===== src/rtl/sst_pkg.sv =====
// Shared types and constants for the sender statistics table.
`timescale 1ns / 1ps

package sst_pkg;

    // Number of table slots (2 to 16, since the slot fields are four bits wide).
    localparam int TABLE_ENTRIES = 16;
    localparam int IDX_W         = $clog2(TABLE_ENTRIES);
    // Width that holds both a slot index and the four-bit slot fields.
    localparam int SEL_W         = (IDX_W > 4) ? IDX_W : 4;
    // Scan counter width, wide enough to hold TABLE_ENTRIES itself.
    localparam int CNT_W         = IDX_W + 1;
    // Width for the range check of a requested slot number.
    localparam int RNG_W         = SEL_W + 1;

    localparam logic [6:0] MAX_LENGTH = 7'd64;

    localparam logic MODE_OBSERVE = 1'b0;
    localparam logic MODE_READ    = 1'b1;

    typedef struct packed {
        logic        mode;
        logic [47:0] sender_mac;
        logic [6:0]  packet_length;
        logic [31:0] arrival_time;
        logic [3:0]  radio_channel;
        logic [3:0]  read_slot;
    } sst_in_t;

    typedef struct packed {
        logic        is_new;
        logic        no_room;
        logic [3:0]  slot;
        logic        entry_used;
        logic [47:0] entry_mac;
        logic [31:0] packet_count;
        logic [31:0] last_time;
        logic [6:0]  last_length;
        logic [3:0]  last_channel;
    } sst_out_t;

    // One stored table slot; the used flag lives in flip-flops beside it.
    typedef struct packed {
        logic [47:0] mac;
        logic [31:0] count;
        logic [31:0] time_ms;
        logic [6:0]  length;
        logic [3:0]  channel;
    } sst_entry_t;

    typedef enum logic [1:0] {
        ST_IDLE,
        ST_SCAN,
        ST_READ,
        ST_WRITE
    } sst_state_t;

endpackage


===== src/rtl/sender_statistics_table_core.sv =====
// Sender statistics table: address lookup, slot claim and per-sender counters.
`timescale 1ns / 1ps

// The block keeps TABLE_ENTRIES slots of per-sender statistics in a single
// synchronous memory with a registered read, plus one used flag per slot in
// flip-flops that reset clears, so the table is empty right after reset with
// no clearing pass. One request is handled at a time and is accepted only
// while the sequencer is idle. A read request fetches its slot at the
// accepting edge, and its result is loaded into the output register from the
// READ state once the output register is free. For an observe request the
// sequencer issues one slot address per cycle through the memory read port,
// compares each slot in the cycle after its read, closes the scan once the
// last compare is done, and then does a single read-modify-write of the
// chosen slot. If the previous result still waits for m_ready when a request
// is ready to finish, the sequencer holds in its READ or WRITE state until
// the output register frees up. Once a result is loaded the sequencer
// returns to idle, where the next request can be accepted. The output
// register lets a new request be accepted while the previous result still
// waits for m_ready.
module sender_statistics_table_core
    import sst_pkg::*;
(
    input  logic     aclk,
    input  logic     aresetn,
    input  logic     s_valid,
    output logic     s_ready,
    input  sst_in_t  s_data,
    output logic     m_valid,
    input  logic     m_ready,
    output sst_out_t m_data
);

    // Slot storage and used flags.
    sst_entry_t               table_mem [TABLE_ENTRIES];
    logic [TABLE_ENTRIES-1:0] used_reg;
    sst_entry_t               mem_q_reg;
    logic                     used_q_reg;

    // Sequencer state.
    sst_state_t state_reg, state_next;

    // Request held for the whole lookup.
    sst_in_t req_reg;

    // Scan pipeline: issue counter and the registered compare stage.
    logic [CNT_W-1:0] issue_cnt_reg;
    logic             chk_vld_reg;
    logic [IDX_W-1:0] chk_idx_reg;

    // Scan outcome.
    logic             hit_reg;
    logic [IDX_W-1:0] hit_idx_reg;
    sst_entry_t       hit_entry_reg;
    logic             free_reg;
    logic [IDX_W-1:0] free_idx_reg;

    // Output register.
    logic     m_valid_reg;
    sst_out_t m_data_reg;

    // Control.
    logic             accept;
    logic             out_free;
    logic             scan_issue;
    logic             out_load;
    logic             wr_en;
    logic [IDX_W-1:0] rd_addr;

    // Address and range helpers.
    logic [SEL_W-1:0] in_sel;
    logic [SEL_W-1:0] req_sel;
    logic             req_in_range;

    // Result and write-back values.
    logic [IDX_W-1:0] tgt_idx;
    logic [SEL_W-1:0] tgt_sel;
    sst_entry_t       old_entry;
    sst_entry_t       new_entry;
    sst_out_t         result;

    assign accept   = s_valid && s_ready;
    assign out_free = !m_valid_reg || m_ready;

    assign in_sel       = SEL_W'(s_data.read_slot);
    assign req_sel      = SEL_W'(req_reg.read_slot);
    assign req_in_range = ({1'b0, req_sel} < RNG_W'(TABLE_ENTRIES));

    assign scan_issue = (issue_cnt_reg != CNT_W'(TABLE_ENTRIES));

    // Next-state logic.
    always_comb begin
        state_next = state_reg;
        unique case (state_reg)
            ST_IDLE: begin
                if (accept) begin
                    state_next = (s_data.mode == MODE_READ) ? ST_READ : ST_SCAN;
                end
            end
            ST_SCAN: begin
                // Finished once every address is issued and the last compare is done.
                if (!scan_issue && !chk_vld_reg) begin
                    state_next = ST_WRITE;
                end
            end
            ST_READ: begin
                if (out_free) begin
                    state_next = ST_IDLE;
                end
            end
            ST_WRITE: begin
                if (out_free) begin
                    state_next = ST_IDLE;
                end
            end
            default: state_next = ST_IDLE;
        endcase
    end

    // Control outputs of the sequencer.
    always_comb begin
        s_ready  = 1'b0;
        out_load = 1'b0;
        wr_en    = 1'b0;
        rd_addr  = req_sel[IDX_W-1:0];
        unique case (state_reg)
            ST_IDLE: begin
                s_ready = 1'b1;
                // A read request gets its slot fetched at the accepting edge.
                rd_addr = in_sel[IDX_W-1:0];
            end
            ST_SCAN: begin
                rd_addr = issue_cnt_reg[IDX_W-1:0];
            end
            ST_READ: begin
                out_load = out_free;
            end
            ST_WRITE: begin
                out_load = out_free;
                wr_en    = out_free && (hit_reg || free_reg);
            end
            default: begin
                s_ready = 1'b0;
            end
        endcase
    end

    always_ff @(posedge aclk) begin
        if (!aresetn) begin
            state_reg <= ST_IDLE;
        end else begin
            state_reg <= state_next;
        end
    end

    // Memory: one write port, one registered read port.
    always_ff @(posedge aclk) begin
        if (wr_en) begin
            table_mem[tgt_idx] <= new_entry;
        end
        mem_q_reg <= table_mem[rd_addr];
    end

    always_ff @(posedge aclk) begin
        if (!aresetn) begin
            used_reg   <= '0;
            used_q_reg <= 1'b0;
        end else begin
            if (wr_en) begin
                used_reg[tgt_idx] <= 1'b1;
            end
            used_q_reg <= used_reg[rd_addr];
        end
    end

    // Request capture and scan bookkeeping.
    always_ff @(posedge aclk) begin
        if (!aresetn) begin
            chk_vld_reg <= 1'b0;
        end else if (accept) begin
            chk_vld_reg <= 1'b0;
        end else if (state_reg == ST_SCAN) begin
            chk_vld_reg <= scan_issue;
        end
    end

    always_ff @(posedge aclk) begin
        if (accept) begin
            req_reg       <= s_data;
            issue_cnt_reg <= '0;
            hit_reg       <= 1'b0;
            free_reg      <= 1'b0;
        end else begin
            if (state_reg == ST_SCAN && scan_issue) begin
                issue_cnt_reg <= issue_cnt_reg + CNT_W'(1);
                chk_idx_reg   <= issue_cnt_reg[IDX_W-1:0];
            end
            // Compare stage: first matching used slot and first unused slot win.
            if (state_reg == ST_SCAN && chk_vld_reg) begin
                if (used_q_reg && (mem_q_reg.mac == req_reg.sender_mac) && !hit_reg) begin
                    hit_reg       <= 1'b1;
                    hit_idx_reg   <= chk_idx_reg;
                    hit_entry_reg <= mem_q_reg;
                end
                if (!used_q_reg && !free_reg) begin
                    free_reg     <= 1'b1;
                    free_idx_reg <= chk_idx_reg;
                end
            end
        end
    end

    // Update of the chosen slot; a freshly claimed slot starts from zero.
    always_comb begin
        tgt_idx   = hit_reg ? hit_idx_reg : free_idx_reg;
        tgt_sel   = SEL_W'(tgt_idx);
        old_entry = hit_reg ? hit_entry_reg : '0;

        new_entry.mac     = req_reg.sender_mac;
        new_entry.count   = old_entry.count + 32'd1;
        new_entry.time_ms = req_reg.arrival_time;
        new_entry.length  = (req_reg.packet_length > MAX_LENGTH) ?
                            MAX_LENGTH : req_reg.packet_length;
        new_entry.channel = req_reg.radio_channel;
    end

    // Result formatting for both request kinds.
    always_comb begin
        result = '0;
        if (state_reg == ST_READ) begin
            result.slot = req_reg.read_slot;
            // Unused or out-of-range slots read back as all zero.
            if (req_in_range && used_q_reg) begin
                result.entry_used   = 1'b1;
                result.entry_mac    = mem_q_reg.mac;
                result.packet_count = mem_q_reg.count;
                result.last_time    = mem_q_reg.time_ms;
                result.last_length  = mem_q_reg.length;
                result.last_channel = mem_q_reg.channel;
            end
        end else if (hit_reg || free_reg) begin
            result.is_new       = (old_entry.count == 32'd0);
            result.slot         = tgt_sel[3:0];
            result.entry_used   = 1'b1;
            result.entry_mac    = new_entry.mac;
            result.packet_count = new_entry.count;
            result.last_time    = new_entry.time_ms;
            result.last_length  = new_entry.length;
            result.last_channel = new_entry.channel;
        end else begin
            // Unknown sender with every slot taken: nothing is stored.
            result.no_room = 1'b1;
        end
    end

    // Output register.
    always_ff @(posedge aclk) begin
        if (!aresetn) begin
            m_valid_reg <= 1'b0;
        end else if (out_load) begin
            m_valid_reg <= 1'b1;
        end else if (m_ready) begin
            m_valid_reg <= 1'b0;
        end
    end

    always_ff @(posedge aclk) begin
        if (out_load) begin
            m_data_reg <= result;
        end
    end

    assign m_valid = m_valid_reg;
    assign m_data  = m_data_reg;

endmodule


===== config.mk =====
export PLATFORM = sky130hd
export DESIGN_NAME = sender_statistics_table_core
export DESIGN_NICKNAME = d
export VERILOG_FILES = /design/src/rtl/sst_pkg.sv /design/src/rtl/sender_statistics_table_core.sv
export SDC_FILE = /design/constraint.sdc
export NUM_CORES = 2
export LEC_CHECK = 0
export BUFFER_PORTS_ARGS = -buffer_cell sky130_fd_sc_hd__buf_2
export CAP_MARGIN = 40
export CORE_MARGIN = 1.5
export CORE_UTILIZATION = 30
export CTS_CLUSTER_SIZE = 10
export DETAILED_ROUTE_END_ITERATION = 10
export GPL_ROUTABILITY_DRIVEN = 0
export PLACE_DENSITY = 0.55
export REMOVE_ABC_BUFFERS = 1
export SLEW_MARGIN = 20
export SYNTH_ARGS = -nofsm -noshare
export SYNTH_HDL_FRONTEND = slang
export SYNTH_SLANG_ARGS = --single-unit

===== constraint.sdc =====
create_clock -name aclk -period 11.6 [get_ports aclk]
set_clock_uncertainty 0.15 [all_clocks]
set_input_delay 1.74 -clock aclk [delete_from_list [all_inputs] [get_ports aclk]]
set_output_delay 1.74 -clock aclk [all_outputs]
set_load 0.02 [all_outputs]

---- After elaboration in Yosys (flattened, before gate mapping) ----
Memories as Yosys holds them, arrays and structs flattened. A register that Yosys moved wholly into a read port is not among the register bits.
Cells that the tools add are included.
word-level totals
  output and inout port bits .............. 132
  bits in registers ....................... 340
  word-level logic and storage cells ...... 101
  bits of input ports ..................... 100
  memories ................................ 1
  bits in writable memories ............... 1968
cells by class
  eq/ne operators ......................... 8
  reductions and logical operators ........ 29
  multiplexer cells ....................... 24
  bitwise gates (word level) .............. 4
  add/sub/neg operators ................... 2
  magnitude comparators ................... 4
memory list
  memory     words  width  read ports  clocked after Yosys merged registers in  write ports  RTL line                            text
  table_mem  16     123    1           1                                        1            sender_statistics_table_core.sv:34  sst_entry_t table_mem [TABLE_ENTRIES];
operators with widths
  cell                   number
  $mux 128               2
  $mux 124               1
  $mux 75                1
  $eq 48x48->1           1
  $add 32x1->32 const B  1
  $logic_not 32->1       1
  $or 16x16->16          1
  $lt 4x5->1 const B     2
  $mux 1                 10
  $logic_and 1x1->1      9
  $reduce_and 3->1       3
  $mux 2                 4
  $pmux 4 s2             1
  $gt 7x7->1 const B     1
  $mux 7                 1
  $logic_not 1->1        6
  $pmux 2 s3             1
  $reduce_and 2->1       3
  $reduce_or 2->1        3
  $add 5x1->5 const B    1
  $ne 5x5->1 const B     1
  $bmux 1 s4             1
  $demux 1 s4            1
  $eq 2x2->1 const B     2
  other kinds (9)        13

---- Depth between registers and ports, before layout ----
  depth in word-level cells ............... 6
  depth in mapped cells ................... 13
  depth with buffers taken out ............ 9

---- Worst setup path after synthesis ----
No wires, ideal clock.
  path type ............................... input to register
  start point ............................. input port m_ready
  end point ............................... memory table_mem[8][0] in the netlist's numbering, enable pin
  setup slack ............................. -0.060 ns
  data required time ...................... 10.841 ns
  arrival ................................. 10.902 ns
  buffers on the path ..................... 0
  library setup time ...................... 0.609 ns
  stages .................................. 4
  cells stage by stage .................... nand2b_1 > and2_1 > nand4_1 > nor2_1
on the way
  word-level cells in the longest chain between the ends .. 5
RTL lines
  item                          RTL line                             text
  start, declared               sender_statistics_table_core.sv:29   input logic m_ready,
  $logic_or 1x1->1              sender_statistics_table_core.sv:82   assign out_free = !m_valid_reg || m_ready;
  $logic_and 1x1->1             sender_statistics_table_core.sv:139  wr_en = out_free && (hit_reg || free_reg);
  $mux 1                        sender_statistics_table_core.sv:125  unique case (state_reg)
  $mux 1                        sender_statistics_table_core.sv:157  if (wr_en) begin
  $mux 1 (implied by the code)  sender_statistics_table_core.sv:158  table_mem[tgt_idx] <= new_entry;
  end, declared                 sender_statistics_table_core.sv:34
No other way between the ends.

---- Worst setup path after layout ----
  start point ............................. input port m_ready
  end point ............................... memory table_mem[0][79] in the netlist's numbering, enable pin
Same word-level chain as after synthesis.

==> results.cfg <==
[yosys]
synthDistinctLibCells = 60
syn_inst = 6374
synth_warnings = 0
synth.ff_latch_count = 2388
avgSynthCellArea_um2 = 14.4
seq_area_frac_synth_pct = 76.6
synth_area_um2 = 91700

[setup_path]
cp_cell_sequence = buf_2 > nand2b_1 > and2_4 > nand4_1 > nor2_4 > buf_12 > buf_4
critPathMaxStageDelay_ps = 770
worstPathMaxFanout = 79
critPathBufInv = 3
end_kind = flip-flop
required_ps = 11920
path_class = input port to flip-flop
startpoint_type = input port
crit_slowest_cell = nor2_4
path_delay_family = simple AND/OR/NAND/NOR gates
arrival_ps = 5350

[route]
vias_per_cell = 5.02
detail-route-antenna-nets = 0
wl_per_cell_um = 24.3
drt_iter0_drc = 5658
drc = 0
via_count = 54975
wl_um = 266000
drtPass1Iterations = 6

[grt]
grt.overflow.total = 0
grt_usage_pct = 16.7
grt_pass1_wl_um = 380000
grt.met3_usage_pct = 3.17
grt-busiest-layer = met2
use_met1_pct = 22.9
grt_max_degree = 168
antenna_found_initial = 20
use_met2_pct = 26.5
grt_pass1_vias = 53434

[pwr]
finalPower_mw = 21.3
power_switching_mw = 5.72
powerDensity_nw_per_um2 = 199
intPower_mw = 15.6
p_seq_share_pct = 47.7
clkPwrFrac_pct = 38.5
power.leakage_nw = 36.5
comb_power_share_pct = 13.9
swShare_pct = 26.9
irDropWorstVdd_mv = 0.123

[placed_design]
dpl.cell_count = 10454
hpwl_um = 136000
io_buffers = 231
place_area_um2 = 98400

[cells_and_area]
fin_nets = 6775
layout_common_cells = edfxtp_1 (2237), nand2_1 (1529), nand3_1 (999)
fin_area_um2 = 107000
stdcell_count = 10944
final_layout_size_suffix_gt1_share_pct = 11.4
largest_reg_flops = 1968
area_delta_synth_final_pct = 16.6
mostFrequentLayoutCell = edfxtp_1

[sta]
fmax_mhz = 199
period_needed_ps = 5030
slew_headroom_pct = 23.9
tns_ps = 0
rsz0062_at_grt = false
max_slew.worst_pin.slew_ps = 1140
maxSlewViolCount = 0
period_share_pct = 43.4
hold_viol = 0
final-setup-viol-count = 0

[die]
die-area_um2 = 309000
fp-row-count = 202
start_util_pct = 30.2
die_w_um = 556
die_y_um = 556
core-area_um2 = 304000
io_pins = 232

[clock_tree]
cts_num_sinks = 2388
cts_hold_buf = 0
cts-buffers-inserted = 288
htree_levels = 5
clkTransAtPathRegs_ps = 50
cts-root-buf = clkbuf_16
clockBufferDepth = 4
cts_tree = yes
clock_latency_ps = 850
cts-resized-gates = 0
cts_setup_buffers = 0

[hold_path]
hold_class = flip-flop to flip-flop

[run]
cap_violations = 0

[run_status]
outcome = finished clean
-- metrics by stage --
step	setup slack (ps)	utilization, %	hold WS, ps
3_3_place_gp	5050	32.1	271
5_1_grt	6430	35.2	296
3_5_place_dp	5190	32.4	283
6_report	6570	35.2	284
4_1_cts	6090	35.2	283
2_1_floorplan	-15120	-	258
-- path summary, 6_finish.rpt --
check,startpoint,endpoint,slack (ps),depth (start not counted)
worst min-delay path,mem_q_reg[73]$_DFF_P_,hit_entry_reg[73]$_DFFE_PP_,280,0
worst max register to register,hit_reg$_SDFFE_PP0P_,table_mem[0][59]$_DFFE_PP_,7110,11
worst min register to register,mem_q_reg[73]$_DFF_P_,hit_entry_reg[73]$_DFFE_PP_,280,0
worst max-delay path,m_ready,table_mem[0][79]$_DFFE_PP_,6570,7
-- cell type report --
| type | count | area, um2 |
|---|---|---|
| Tap cell | 4080 | 5100 |
| Timing Repair Buffer | 406 | 3370 |
| Antenna cell | 5 | 12.5 |
| Clock buffer | 451 | 8000 |
| Sequential cell | 2388 | 70200 |
| Clock inverter | 27 | 359 |
| Inverter | 12 | 45.0 |
| Multi-Input combinational cell | 3575 | 19800 |
| Fill cell | 28934 | 197000 |
-- kinds of logic (layout without fill, tap and decap cells) --
kind of cell             after synthesis  count (layout)  synth area share, %
AO/OA/AOI/OAI                        304             304                 2.75
other                                  0               5                    0
multiplexers                         376             376                 4.12
buffers and inverters                411             896                 2.14
flip-flops                          2388            2388                 76.6
adder cells (fa/ha/maj)                4               4               0.0546
AND/OR/NAND/NOR                     2810            2810                 13.6
XOR/XNOR                              81              81                0.774
-- routing by layer --
| metal | vias to the layer above | wire (um) |
|---|---|---|
| met5 | - | 9 |
| li1 | 24357 | - |
| met2 | 2106 | 123000 |
| met3 | 484 | 19100 |
| met1 | 28026 | 115000 |
| met4 | 2 | 9000 |
-- worst reg2reg max path, cell delays in order, from the launching register on --
cell,delay [ps]
dfxtp_1,330
buf_4,460
nand2_1,490
inv_1,180
ha_1,300
inv_1,140
nor4_4,490
nor3b_4,370
nand3_1,140
xor2_1,580
nor2_1,360
buf_4,260
-- cells in the mapped netlist (all sizes together) --
| master | instances | area [um2] |
|---|---|---|
| a211oi | 1 | 7.51 |
| and2 | 6 | 37.5 |
| or3 | 1 | 6.26 |
| xnor2 | 35 | 307 |
| and3 | 9 | 56.3 |
| a21oi | 15 | 75.1 |
| edfxtp | 2237 | 67200 |
| a21boi | 1 | 7.51 |
| a22o | 115 | 1010 |
| clkbuf | 137 | 564 |
| o21a | 19 | 143 |
| ha | 4 | 50.1 |
| o32a | 1 | 10.0 |
| a22oi | 6 | 45.0 |
| o22a | 1 | 8.76 |
| nand2 | 1530 | 5750 |
| nand4bb | 1 | 11.3 |
| nor2b | 10 | 62.6 |
| o22ai | 3 | 18.8 |
| o21ai | 12 | 63.8 |
| nand3 | 1001 | 5030 |
| a32oi | 125 | 1090 |
| nor4 | 20 | 170 |
| buf | 262 | 1360 |
| clkinv | 1 | 3.75 |
| mux2 | 2 | 30.0 |
| dfxtp | 151 | 3020 |
| and4 | 4 | 36.3 |
| nor3 | 9 | 50.1 |
| nand4 | 150 | 960 |
| xor2 | 46 | 403 |
| nor3b | 2 | 26.3 |
| nor2 | 62 | 240 |
| a31oi | 1 | 6.26 |
| nor4b | 1 | 8.76 |
| nand2b | 3 | 18.8 |
| or2 | 1 | 6.26 |
| mux2i | 374 | 3750 |
| inv | 11 | 41.3 |
| a221o | 1 | 10.0 |
| o211ai | 2 | 15.0 |
| o221a | 1 | 11.3 |
-- power by group through the flow --
stage          Combinational [mW]  Sequential [mW]  Clock (mW)
6_report                     2.95             10.1        8.18
5_1_grt                      3.22             10.2        8.69
2_1_floorplan                4.47             10.2           0
3_5_place_dp                 2.94             10.3           0
3_3_place_gp                 2.82             10.3           0
4_1_cts                      2.96             10.1        8.36
Note: power is estimated with default switching activity, not from simulation.
